===== src/lfu_pkg.sv =====
// Shared types and constants for the LFU cache directory.
// No dependencies; imported by lfu_ctrl, lfu_datapath and lfu_cache_directory.
package lfu_pkg;

  // Default sizing handed to the top-level parameters
  localparam int unsigned LFU_ENTRIES    = 16;
  localparam int unsigned LFU_KEY_BITS   = 16;
  localparam int unsigned LFU_COUNT_BITS = 16;

  // Fixed field widths on the ports
  localparam int unsigned KEY_W   = 16;
  localparam int unsigned VALUE_W = 32;
  localparam int unsigned CAP_W   = 5;
  localparam int unsigned STAMP_W = 32;

  // Packed stream widths
  localparam int unsigned S_DATA_W = 48;  // key, value
  localparam int unsigned M_DATA_W = 48;  // read_value, evicted_key
  localparam int unsigned M_USER_W = 2;   // found, evicted

  localparam logic [CAP_W-1:0] CAP_RESET = CAP_W'(16);

  // Request operation codes
  typedef enum logic {
    OP_GET = 1'b0,
    OP_PUT = 1'b1
  } op_e;

  // Controller to datapath commands
  typedef struct packed {
    logic load;    // capture the incoming request
    logic search;  // register lookup and victim results
    logic commit;  // update entries and load the result register
  } lfu_cmd_t;

endpackage


===== src/lfu_ctrl.sv =====
// Sequencing state machine for the LFU cache directory.
// Depends on lfu_pkg for the command struct.
module lfu_ctrl (
  input  logic            clk_i,
  input  logic            rst_ni,
  input  logic            req_valid_i,
  output logic            req_ready_o,
  output logic            rsp_valid_o,
  input  logic            rsp_ready_i,
  output lfu_pkg::lfu_cmd_t cmd_o
);
  import lfu_pkg::*;

  typedef enum logic [2:0] {
    ST_IDLE   = 3'b001,
    ST_SEARCH = 3'b010,
    ST_COMMIT = 3'b100
  } state_e;

  state_e state_q, state_d;
  logic   rsp_valid_q, rsp_valid_d;
  logic   out_free;

  // Result register may be loaded when empty or draining this cycle
  assign out_free    = !rsp_valid_q || rsp_ready_i;
  assign req_ready_o = (state_q == ST_IDLE);
  assign rsp_valid_o = rsp_valid_q;

  always_comb begin
    cmd_o.load   = (state_q == ST_IDLE) && req_valid_i;
    cmd_o.search = (state_q == ST_SEARCH);
    cmd_o.commit = (state_q == ST_COMMIT) && out_free;
  end

  // Next state
  always_comb begin
    state_d = state_q;
    case (state_q)
      ST_IDLE: begin
        if (req_valid_i) state_d = ST_SEARCH;
      end
      ST_SEARCH: state_d = ST_COMMIT;
      ST_COMMIT: begin
        if (out_free) state_d = ST_IDLE;
      end
      default: state_d = ST_IDLE;
    endcase
  end

  // Result valid flag
  always_comb begin
    rsp_valid_d = rsp_valid_q;
    if (cmd_o.commit) begin
      rsp_valid_d = 1'b1;
    end else if (rsp_ready_i) begin
      rsp_valid_d = 1'b0;
    end
  end

  always_ff @(posedge clk_i or negedge rst_ni) begin
    if (!rst_ni) begin
      state_q     <= ST_IDLE;
      rsp_valid_q <= 1'b0;
    end else begin
      state_q     <= state_d;
      rsp_valid_q <= rsp_valid_d;
    end
  end

  // An accepted request always goes to the search step next
  assert property (@(posedge clk_i) disable iff (!rst_ni)
    (req_valid_i && req_ready_o) |=> (state_q == ST_SEARCH))
    else $error("accepted request did not start a search");

  // A commit never overwrites a result that is still waiting
  assert property (@(posedge clk_i) disable iff (!rst_ni)
    (rsp_valid_q && !rsp_ready_i) |=> !$past(cmd_o.commit) || rsp_valid_q)
    else $error("pending result lost");

  // Search is always followed by the commit step
  assert property (@(posedge clk_i) disable iff (!rst_ni)
    (state_q == ST_SEARCH) |=> (state_q == ST_COMMIT))
    else $error("search not followed by commit");

endmodule


===== src/lfu_datapath.sv =====
// Entry storage, parallel key compare, victim min tree and result register.
// Depends on lfu_pkg for widths, op codes and the command struct.
module lfu_datapath #(
  parameter int unsigned ENTRIES    = lfu_pkg::LFU_ENTRIES,
  parameter int unsigned KEY_BITS   = lfu_pkg::LFU_KEY_BITS,
  parameter int unsigned COUNT_BITS = lfu_pkg::LFU_COUNT_BITS
) (
  input  logic                         clk_i,
  input  logic                         rst_ni,
  input  lfu_pkg::lfu_cmd_t            cmd_i,
  input  logic                         cfg_valid_i,
  input  logic [lfu_pkg::CAP_W-1:0]    cfg_data_i,
  input  logic                         req_op_i,
  input  logic [lfu_pkg::KEY_W-1:0]    req_key_i,
  input  logic [lfu_pkg::VALUE_W-1:0]  req_value_i,
  output logic                         rsp_found_o,
  output logic [lfu_pkg::VALUE_W-1:0]  rsp_read_value_o,
  output logic                         rsp_evicted_o,
  output logic [lfu_pkg::KEY_W-1:0]    rsp_evicted_key_o
);
  import lfu_pkg::*;

  localparam int unsigned IDX_W = (ENTRIES > 1) ? $clog2(ENTRIES) : 1;
  localparam int unsigned OCC_W = $clog2(ENTRIES + 1);
  localparam int unsigned CMP_W = (OCC_W > CAP_W) ? OCC_W : CAP_W;
  localparam int unsigned LVL   = $clog2(ENTRIES);
  localparam int unsigned LEAVES = 1 << LVL;
  localparam logic [COUNT_BITS-1:0] COUNT_MAX = '1;

  typedef struct packed {
    logic                  vld;
    logic [COUNT_BITS-1:0] cnt;
    logic [STAMP_W-1:0]    stamp;
    logic [IDX_W-1:0]      idx;
  } node_t;

  // Entry storage
  logic                  valid_q [ENTRIES];
  logic [KEY_BITS-1:0]   key_q   [ENTRIES];
  logic [VALUE_W-1:0]    val_q   [ENTRIES];
  logic [COUNT_BITS-1:0] cnt_q   [ENTRIES];
  logic [STAMP_W-1:0]    stamp_q [ENTRIES];

  logic [OCC_W-1:0]   occ_q;
  logic [STAMP_W-1:0] clock_q;
  logic [CAP_W-1:0]   cap_q;

  // Request registers
  logic                op_q;
  logic [KEY_BITS-1:0] rkey_q;
  logic [VALUE_W-1:0]  rval_q;

  // Search results
  logic             hit_q, free_vld_q, vic_vld_q, full_q;
  logic [IDX_W-1:0] hit_idx_q, free_idx_q, vic_idx_q;

  // Result register
  logic               found_q, ev_q;
  logic [VALUE_W-1:0] rd_q;
  logic [KEY_W-1:0]   evkey_q;

  logic             hit_c, free_c;
  logic [IDX_W-1:0] hit_idx_c, free_idx_c;
  node_t            nodes [2*LEAVES-1];

  // Configuration register
  always_ff @(posedge clk_i or negedge rst_ni) begin
    if (!rst_ni) begin
      cap_q <= CAP_RESET;
    end else if (cfg_valid_i) begin
      cap_q <= cfg_data_i;
    end
  end

  // Capture request
  always_ff @(posedge clk_i) begin
    if (cmd_i.load) begin
      op_q   <= req_op_i;
      rkey_q <= KEY_BITS'(req_key_i);
      rval_q <= req_value_i;
    end
  end

  // Parallel key compare and free slot search, lowest index first
  always_comb begin
    hit_c      = 1'b0;
    hit_idx_c  = '0;
    free_c     = 1'b0;
    free_idx_c = '0;
    for (int i = ENTRIES - 1; i >= 0; i--) begin
      if (valid_q[i] && (key_q[i] == rkey_q)) begin
        hit_c     = 1'b1;
        hit_idx_c = IDX_W'(i);
      end
      if (!valid_q[i]) begin
        free_c     = 1'b1;
        free_idx_c = IDX_W'(i);
      end
    end
  end

  // Victim min tree: lowest (count, stamp), then lowest index
  for (genvar i = 0; i < LEAVES; i++) begin : g_leaf
    if (i < ENTRIES) begin : g_used
      assign nodes[LEAVES-1+i] = '{vld: valid_q[i], cnt: cnt_q[i], stamp: stamp_q[i],
                                   idx: IDX_W'(i)};
    end else begin : g_pad
      assign nodes[LEAVES-1+i] = '{vld: 1'b0, cnt: '0, stamp: '0, idx: '0};
    end
  end
  for (genvar n = 0; n < LEAVES - 1; n++) begin : g_node
    node_t lft, rgt;
    assign lft = nodes[2*n+1];
    assign rgt = nodes[2*n+2];
    assign nodes[n] = (rgt.vld && (!lft.vld || (rgt.cnt < lft.cnt) ||
                      ((rgt.cnt == lft.cnt) && (rgt.stamp < lft.stamp)))) ? rgt : lft;
  end

  // Register search results
  always_ff @(posedge clk_i) begin
    if (cmd_i.search) begin
      hit_q      <= hit_c;
      hit_idx_q  <= hit_idx_c;
      free_vld_q <= free_c;
      free_idx_q <= free_idx_c;
      vic_vld_q  <= nodes[0].vld;
      vic_idx_q  <= nodes[0].idx;
      full_q     <= (CMP_W'(occ_q) >= CMP_W'(cap_q));
    end
  end

  // Commit decode
  logic                  active, is_get, do_upd, do_ins, do_ev, use_free;
  logic [IDX_W-1:0]      slot;
  logic [COUNT_BITS-1:0] bumped;

  always_comb begin
    active   = cmd_i.commit && (cap_q != '0);
    is_get   = (op_q == OP_GET);
    use_free = free_vld_q && !full_q;
    do_upd   = active && hit_q;
    do_ev    = active && !hit_q && !is_get && !use_free && vic_vld_q;
    do_ins   = active && !hit_q && !is_get && (use_free || vic_vld_q);
    slot     = hit_q ? hit_idx_q : (use_free ? free_idx_q : vic_idx_q);
    bumped   = (cnt_q[hit_idx_q] == COUNT_MAX) ? COUNT_MAX : cnt_q[hit_idx_q] + 1'b1;
  end

  // Entry payload writes
  always_ff @(posedge clk_i) begin
    if (do_upd) begin
      if (!is_get) val_q[slot] <= rval_q;
      cnt_q[slot]   <= bumped;
      stamp_q[slot] <= clock_q;
    end else if (do_ins) begin
      key_q[slot]   <= rkey_q;
      val_q[slot]   <= rval_q;
      cnt_q[slot]   <= COUNT_BITS'(1);
      stamp_q[slot] <= clock_q;
    end
  end

  // Valid bits, occupancy and access clock
  always_ff @(posedge clk_i or negedge rst_ni) begin
    if (!rst_ni) begin
      for (int i = 0; i < ENTRIES; i++) valid_q[i] <= 1'b0;
      occ_q   <= '0;
      clock_q <= '0;
    end else begin
      if (do_ins) valid_q[slot] <= 1'b1;
      if (do_ins && use_free) occ_q <= occ_q + 1'b1;
      if (do_upd || do_ins) clock_q <= clock_q + 1'b1;
    end
  end

  // Result register
  always_ff @(posedge clk_i) begin
    if (cmd_i.commit) begin
      found_q <= do_upd;
      rd_q    <= (do_upd && is_get) ? val_q[hit_idx_q] : '0;
      ev_q    <= do_ev;
      evkey_q <= do_ev ? KEY_W'(key_q[vic_idx_q]) : '0;
    end
  end

  assign rsp_found_o       = found_q;
  assign rsp_read_value_o  = rd_q;
  assign rsp_evicted_o     = ev_q;
  assign rsp_evicted_key_o = evkey_q;

  // Occupancy counter tracks the valid bits
  logic [OCC_W-1:0] vcount;
  always_comb begin
    vcount = '0;
    for (int i = 0; i < ENTRIES; i++) vcount = vcount + OCC_W'(valid_q[i]);
  end

  assert property (@(posedge clk_i) disable iff (!rst_ni)
    occ_q == vcount)
    else $error("occupancy out of step with valid bits");

  // An eviction always replaces a valid entry in place
  assert property (@(posedge clk_i) disable iff (!rst_ni)
    do_ev |-> valid_q[vic_idx_q] && (occ_q != '0))
    else $error("eviction of an empty slot");

  // Access clock moves only on a commit step
  assert property (@(posedge clk_i) disable iff (!rst_ni)
    !cmd_i.commit |=> (clock_q == $past(clock_q)))
    else $error("access clock moved outside commit");

endmodule


===== src/lfu_cache_directory.sv =====
// LFU cache directory: each request steps through accept, search and commit; one request in flight.
// Search is a parallel key compare plus a min tree over (count, stamp) of all entries.
// Result is registered and appears the cycle after commit; a new request is taken
// while that result waits; commit holds while an earlier result is still not accepted.
// Reset: entries invalid, access clock zero, capacity 16; entry payload is not cleared.
// Top level; depends on lfu_pkg, lfu_ctrl and lfu_datapath.
module lfu_cache_directory #(
  parameter int unsigned ENTRIES    = lfu_pkg::LFU_ENTRIES,
  parameter int unsigned KEY_BITS   = lfu_pkg::LFU_KEY_BITS,
  parameter int unsigned COUNT_BITS = lfu_pkg::LFU_COUNT_BITS
) (
  input  logic                          clk_i,
  input  logic                          rst_ni,
  // Configuration write: capacity
  input  logic                          cfg_valid_i,
  output logic                          cfg_ready_o,
  input  logic [lfu_pkg::CAP_W-1:0]     cfg_data_i,
  // Request stream
  input  logic                          s_axis_tvalid,
  output logic                          s_axis_tready,
  input  logic [lfu_pkg::S_DATA_W-1:0]  s_axis_tdata,   // [15:0] key, [47:16] value
  input  logic                          s_axis_tuser,   // [0] operation
  // Result stream
  output logic                          m_axis_tvalid,
  input  logic                          m_axis_tready,
  output logic [lfu_pkg::M_DATA_W-1:0]  m_axis_tdata,   // [31:0] read_value, [47:32] evicted_key
  output logic [lfu_pkg::M_USER_W-1:0]  m_axis_tuser    // [0] found, [1] evicted
);
  import lfu_pkg::*;

  lfu_cmd_t cmd;

  assign cfg_ready_o = 1'b1;

  lfu_ctrl u_ctrl (
    .clk_i       (clk_i),
    .rst_ni      (rst_ni),
    .req_valid_i (s_axis_tvalid),
    .req_ready_o (s_axis_tready),
    .rsp_valid_o (m_axis_tvalid),
    .rsp_ready_i (m_axis_tready),
    .cmd_o       (cmd)
  );

  lfu_datapath #(
    .ENTRIES    (ENTRIES),
    .KEY_BITS   (KEY_BITS),
    .COUNT_BITS (COUNT_BITS)
  ) u_datapath (
    .clk_i             (clk_i),
    .rst_ni            (rst_ni),
    .cmd_i             (cmd),
    .cfg_valid_i       (cfg_valid_i),
    .cfg_data_i        (cfg_data_i),
    .req_op_i          (s_axis_tuser),
    .req_key_i         (s_axis_tdata[KEY_W-1:0]),
    .req_value_i       (s_axis_tdata[KEY_W +: VALUE_W]),
    .rsp_found_o       (m_axis_tuser[0]),
    .rsp_read_value_o  (m_axis_tdata[VALUE_W-1:0]),
    .rsp_evicted_o     (m_axis_tuser[1]),
    .rsp_evicted_key_o (m_axis_tdata[VALUE_W +: KEY_W])
  );

endmodule


===== config.mk =====
export PLATFORM = sky130hd
export DESIGN_NAME = lfu_cache_directory
export DESIGN_NICKNAME = d
export VERILOG_FILES = /design/src/lfu_pkg.sv /design/src/lfu_ctrl.sv /design/src/lfu_datapath.sv /design/src/lfu_cache_directory.sv
export SDC_FILE = /design/constraint.sdc
export NUM_CORES = 2
export LEC_CHECK = 0
export ABC_CLOCK_PERIOD_IN_PS = 27900
export BUFFER_PORTS_ARGS = -buffer_cell sky130_fd_sc_hd__buf_2
export CORE_MARGIN = 8
export CORE_UTILIZATION = 47
export CTS_BUF_LIST = sky130_fd_sc_hd__clkbuf_8 sky130_fd_sc_hd__clkbuf_16
export DETAILED_ROUTE_END_ITERATION = 7
export PLACE_DENSITY = 0.61
export SLEW_MARGIN = 10
export SYNTH_ARGS = -nofsm -noshare
export SYNTH_HDL_FRONTEND = slang
export SYNTH_SLANG_ARGS = --single-unit
export TNS_END_PERCENT = 30

===== constraint.sdc =====
create_clock -name clk_i -period 27.9 [get_ports clk_i]
set_input_delay 6.975 -clock clk_i [delete_from_list [all_inputs] [get_ports clk_i]]
set_output_delay 6.975 -clock clk_i [all_outputs]
set_load 0.005 [all_outputs]

==> metrics.txt <==
clk sinks=around 1.7k; CTS max path bufs=3; number of synthesized flops with an enable pin=roughly 1.7k; antenna violations before repair=12; core area=approximately 190000 µm²; unique cell type count in the Yosys netlist=83; layout cells sized above 1=0.1364; FF+latch count, synth=1713; clock transition at the registers of the reported paths=about 0.060 ns; crit start category=flip-flop; most common cell after layout, fill and taps aside=edfxtp_1; clock insertion delay at the later pin of the skew report=between 0.8 and 0.9 ns; final core utilization=0.5262; via/cell ratio=between 5 and 6; Routed wire per std cell=between 20 and 30 µm; Worst slew margin=0.1763; Internal=between 4 and 5 mW; Reg power frac=0.492; hold-fix buffers at CTS=0; post-route DRC violation count=0; Final ANT Viol Nets=0; CP peak stage delay=between 0.7 and 0.8 ns; Fill cells=15.74k; Post-Synthesis Cells=~6.6k; Slew @ Worst Pin=~1.2 ns; starting density of the core=0.4721; CTS Buf Count=around 180; DR iter-0 viols=between 5k and 6k; die height=around 450 µm; Total GRT Usage=0.2380; synth top area cells=edfxtp_1 (56%), ha_1 (10%), mux4_2 (7.3%), a21oi_1 (2.6%), inv_1 (2.2%); drt pass-1 iters=6; Die Footprint=between 200000 and 250000 µm²; WP data required=28.47 ns; vias in the first global route=approximately 56k; Sw Ratio=0.2492; top cell type by total area after synthesis=edfxtp_1; root buffer cell=clkbuf_16; Peak VDD IR=0.00006151 V; f_max=between 70 and 80 MHz; I/O Buffers=110; clock power share=0.403; via count=55.63k; first-pass GRT wire length=~360000 µm; Syn Nets=7389; RSZ-0062 raised after global routing=no; worst path buffer plus inverter count=3; Layout area overhead=11.44%; crit path kind=reg2reg; Nets=between 7k and 8k; syn avg cell area=13.36 µm²; detailed placement HPWL=roughly 170000 µm; final wirelength=between 200000 and 250000 µm; Worst path most repeated cell=a21oi_1; CTS tree=built; critical path's top delay family=compound AO/OA/AOI/OAI gates; ys flop type=edfxtp_1; fin crit share=0.5107; max-slew violations=0; grt ovf=0; arrival time worst endpoint=14.82 ns; final setup fails=0; combinational power share=0.104; Setup TNS=0 ns; postcts setup bufs=0; site row count=between 150 and 200; Max-Cap Viols=0; largest net degree at the start of global routing=roughly 100; post-synthesis sequential area ratio=0.5779; Post-synth ARST share=0.03619; Pleak=37.81 nW; Synth Cell Area=~88000 µm²; slowest cell on the critical path=a2111oi_0; Yosys Warn Count=0; critical path endpoint category=flip-flop; io pins=about 110; worst min-delay path category=reg2reg; Synth top area share=0.5603; Power Dens Cells=61.82 nW/µm²; # resized after CTS=0; H-tree levels=4; CP max FO=66; Die X=~450 µm; final hold violation count=0; crit path time final=approximately 14 ns; commonest cells after routing, fill and taps aside=edfxtp_1 (1651), ha_1 (709), inv_1 (551); Max Clock Skew=0.06490 ns; routability cong.=around 0.94; P_sw=1.519 mW; status=complete, no violations
-- path summary, 6_finish.rpt --
check	start	end	slack, ns	cells past startpoint
max	u_datapath.cnt_q[7][10]	u_datapath.vic_idx_q[2]	13.65	45
max reg2reg	u_datapath.cnt_q[7][10]	u_datapath.vic_idx_q[2]	13.65	45
min reg2reg	u_datapath.occ_q[4]	u_datapath.occ_q[4]	0.48	1
max in group asynchronous	rst_ni	u_datapath.clock_q[3]	20.75	2
min in group asynchronous	rst_ni	u_datapath.clock_q[4]	6.15	1
min	u_datapath.occ_q[4]	u_datapath.occ_q[4]	0.48	1
-- Yosys cell counts, drive strengths merged, types with 92 or more instances --
master	n
edfxtp	1651
ha	709
inv	515
a21oi	467
nand2	423
nor2	389
o21ai	312
mux4	288
mux2i	193
xnor2	189
clkbuf	180
nand4	155
xor2	112
a21o	104
a211oi	92
-- cell families after synthesis --
logic type / count (synthesis) / share of synthesized area
buffers and inverters: 779 / 0.03412
multiplexers: 542 / 0.1029
other: 1 / 0.00004238
AO/OA/AOI/OAI: 1204 / 0.08188
AND/OR/NAND/NOR: 1369 / 0.07276
adder cells (fa/ha/maj): 712 / 0.1006
XOR/XNOR: 301 / 0.02980
flip-flops: 1713 / 0.5779
-- layer usage --
layer | track usage | vias up | routed length (µm)
met5 | 0 | - | 8
met4 | 0.07199 | 2 | 7688
met3 | 0.03483 | 369 | 16320
met2 | 0.3775 | 1862 | 113100
met1 | 0.3416 | 28026 | 109600
li1 | - | 25375 | -
-- worst reg2reg max path: cells and delay by family, from the launching register on --
kind,cells,cell delay [ns]
adder cells (fa/ha/maj),4,1.34
flip-flops,1,0.42
buffers and inverters,3,1.54
AND/OR/NAND/NOR,9,3.26
multiplexers,1,0.34
AO/OA/AOI/OAI,28,7.06
-- power groups by stage --
stage	Combinational [mW]	Clock [mW]	Sequential [mW]
global route	0.680	2.59	3.01
detailed placement	0.634	0	3.05
floorplan	0.400	0	3.04
global placement	0.629	0	3.05
finish	0.636	2.46	3.00
CTS	0.637	2.50	3.00
-- sequential cells by signal, indices dropped and copies added, names as in the netlist, 3 cells and up --
signal / flops
u_datapath.vic_idx_q: 4
u_datapath.rval_q: 32
u_datapath.cnt_q: 256
u_datapath.rsp_read_value_o: 32
u_datapath.rsp_evicted_key_o: 16
u_datapath.free_idx_q: 4
u_datapath.hit_idx_q: 4
u_datapath.occ_q: 5
u_datapath.cap_q: 5
u_datapath.clock_q: 32
u_datapath.g_node.rgt: 8
u_datapath.val_q: 512
u_ctrl.state_q: 3
u_datapath.key_q: 256
u_datapath.g_node.lft: 8
u_datapath.rkey_q: 16
u_datapath.stamp_q: 512
-- per-stage QoR --
step | hold WS [ns] | total power [mW] | setup slack, ns | area, µm² | instances
2_1_floorplan | 0.4494 | 3.438 | 14.55 | 88480 | 6621
3_3_place_gp | 0.4671 | 3.678 | 13.91 | 92450 | 9089
3_5_place_dp | 0.4722 | 3.688 | 13.87 | 92450 | 9089
4_1_cts | 0.4835 | 6.140 | 13.77 | 98590 | 9428
5_1_grt | 0.4995 | 6.279 | 13.05 | 98600 | 9429
6_report | 0.4819 | 6.095 | 13.65 | 98600 | 9432
-- final cells by class --
cell class                 instances  area, µm²  area share
sequential                      1713      51130      0.5186
inverter                         515       1933     0.01960
antenna                            4      10.01   0.0001015
timing repair buffer             237       1531     0.01553
tap                             2495       3122     0.03166
clock buffer                     199       4811     0.04879
multi-input combinational       4129      34730      0.3523
clock inverter                   140       1330     0.01349
Power figures use the tool's default switching activity.
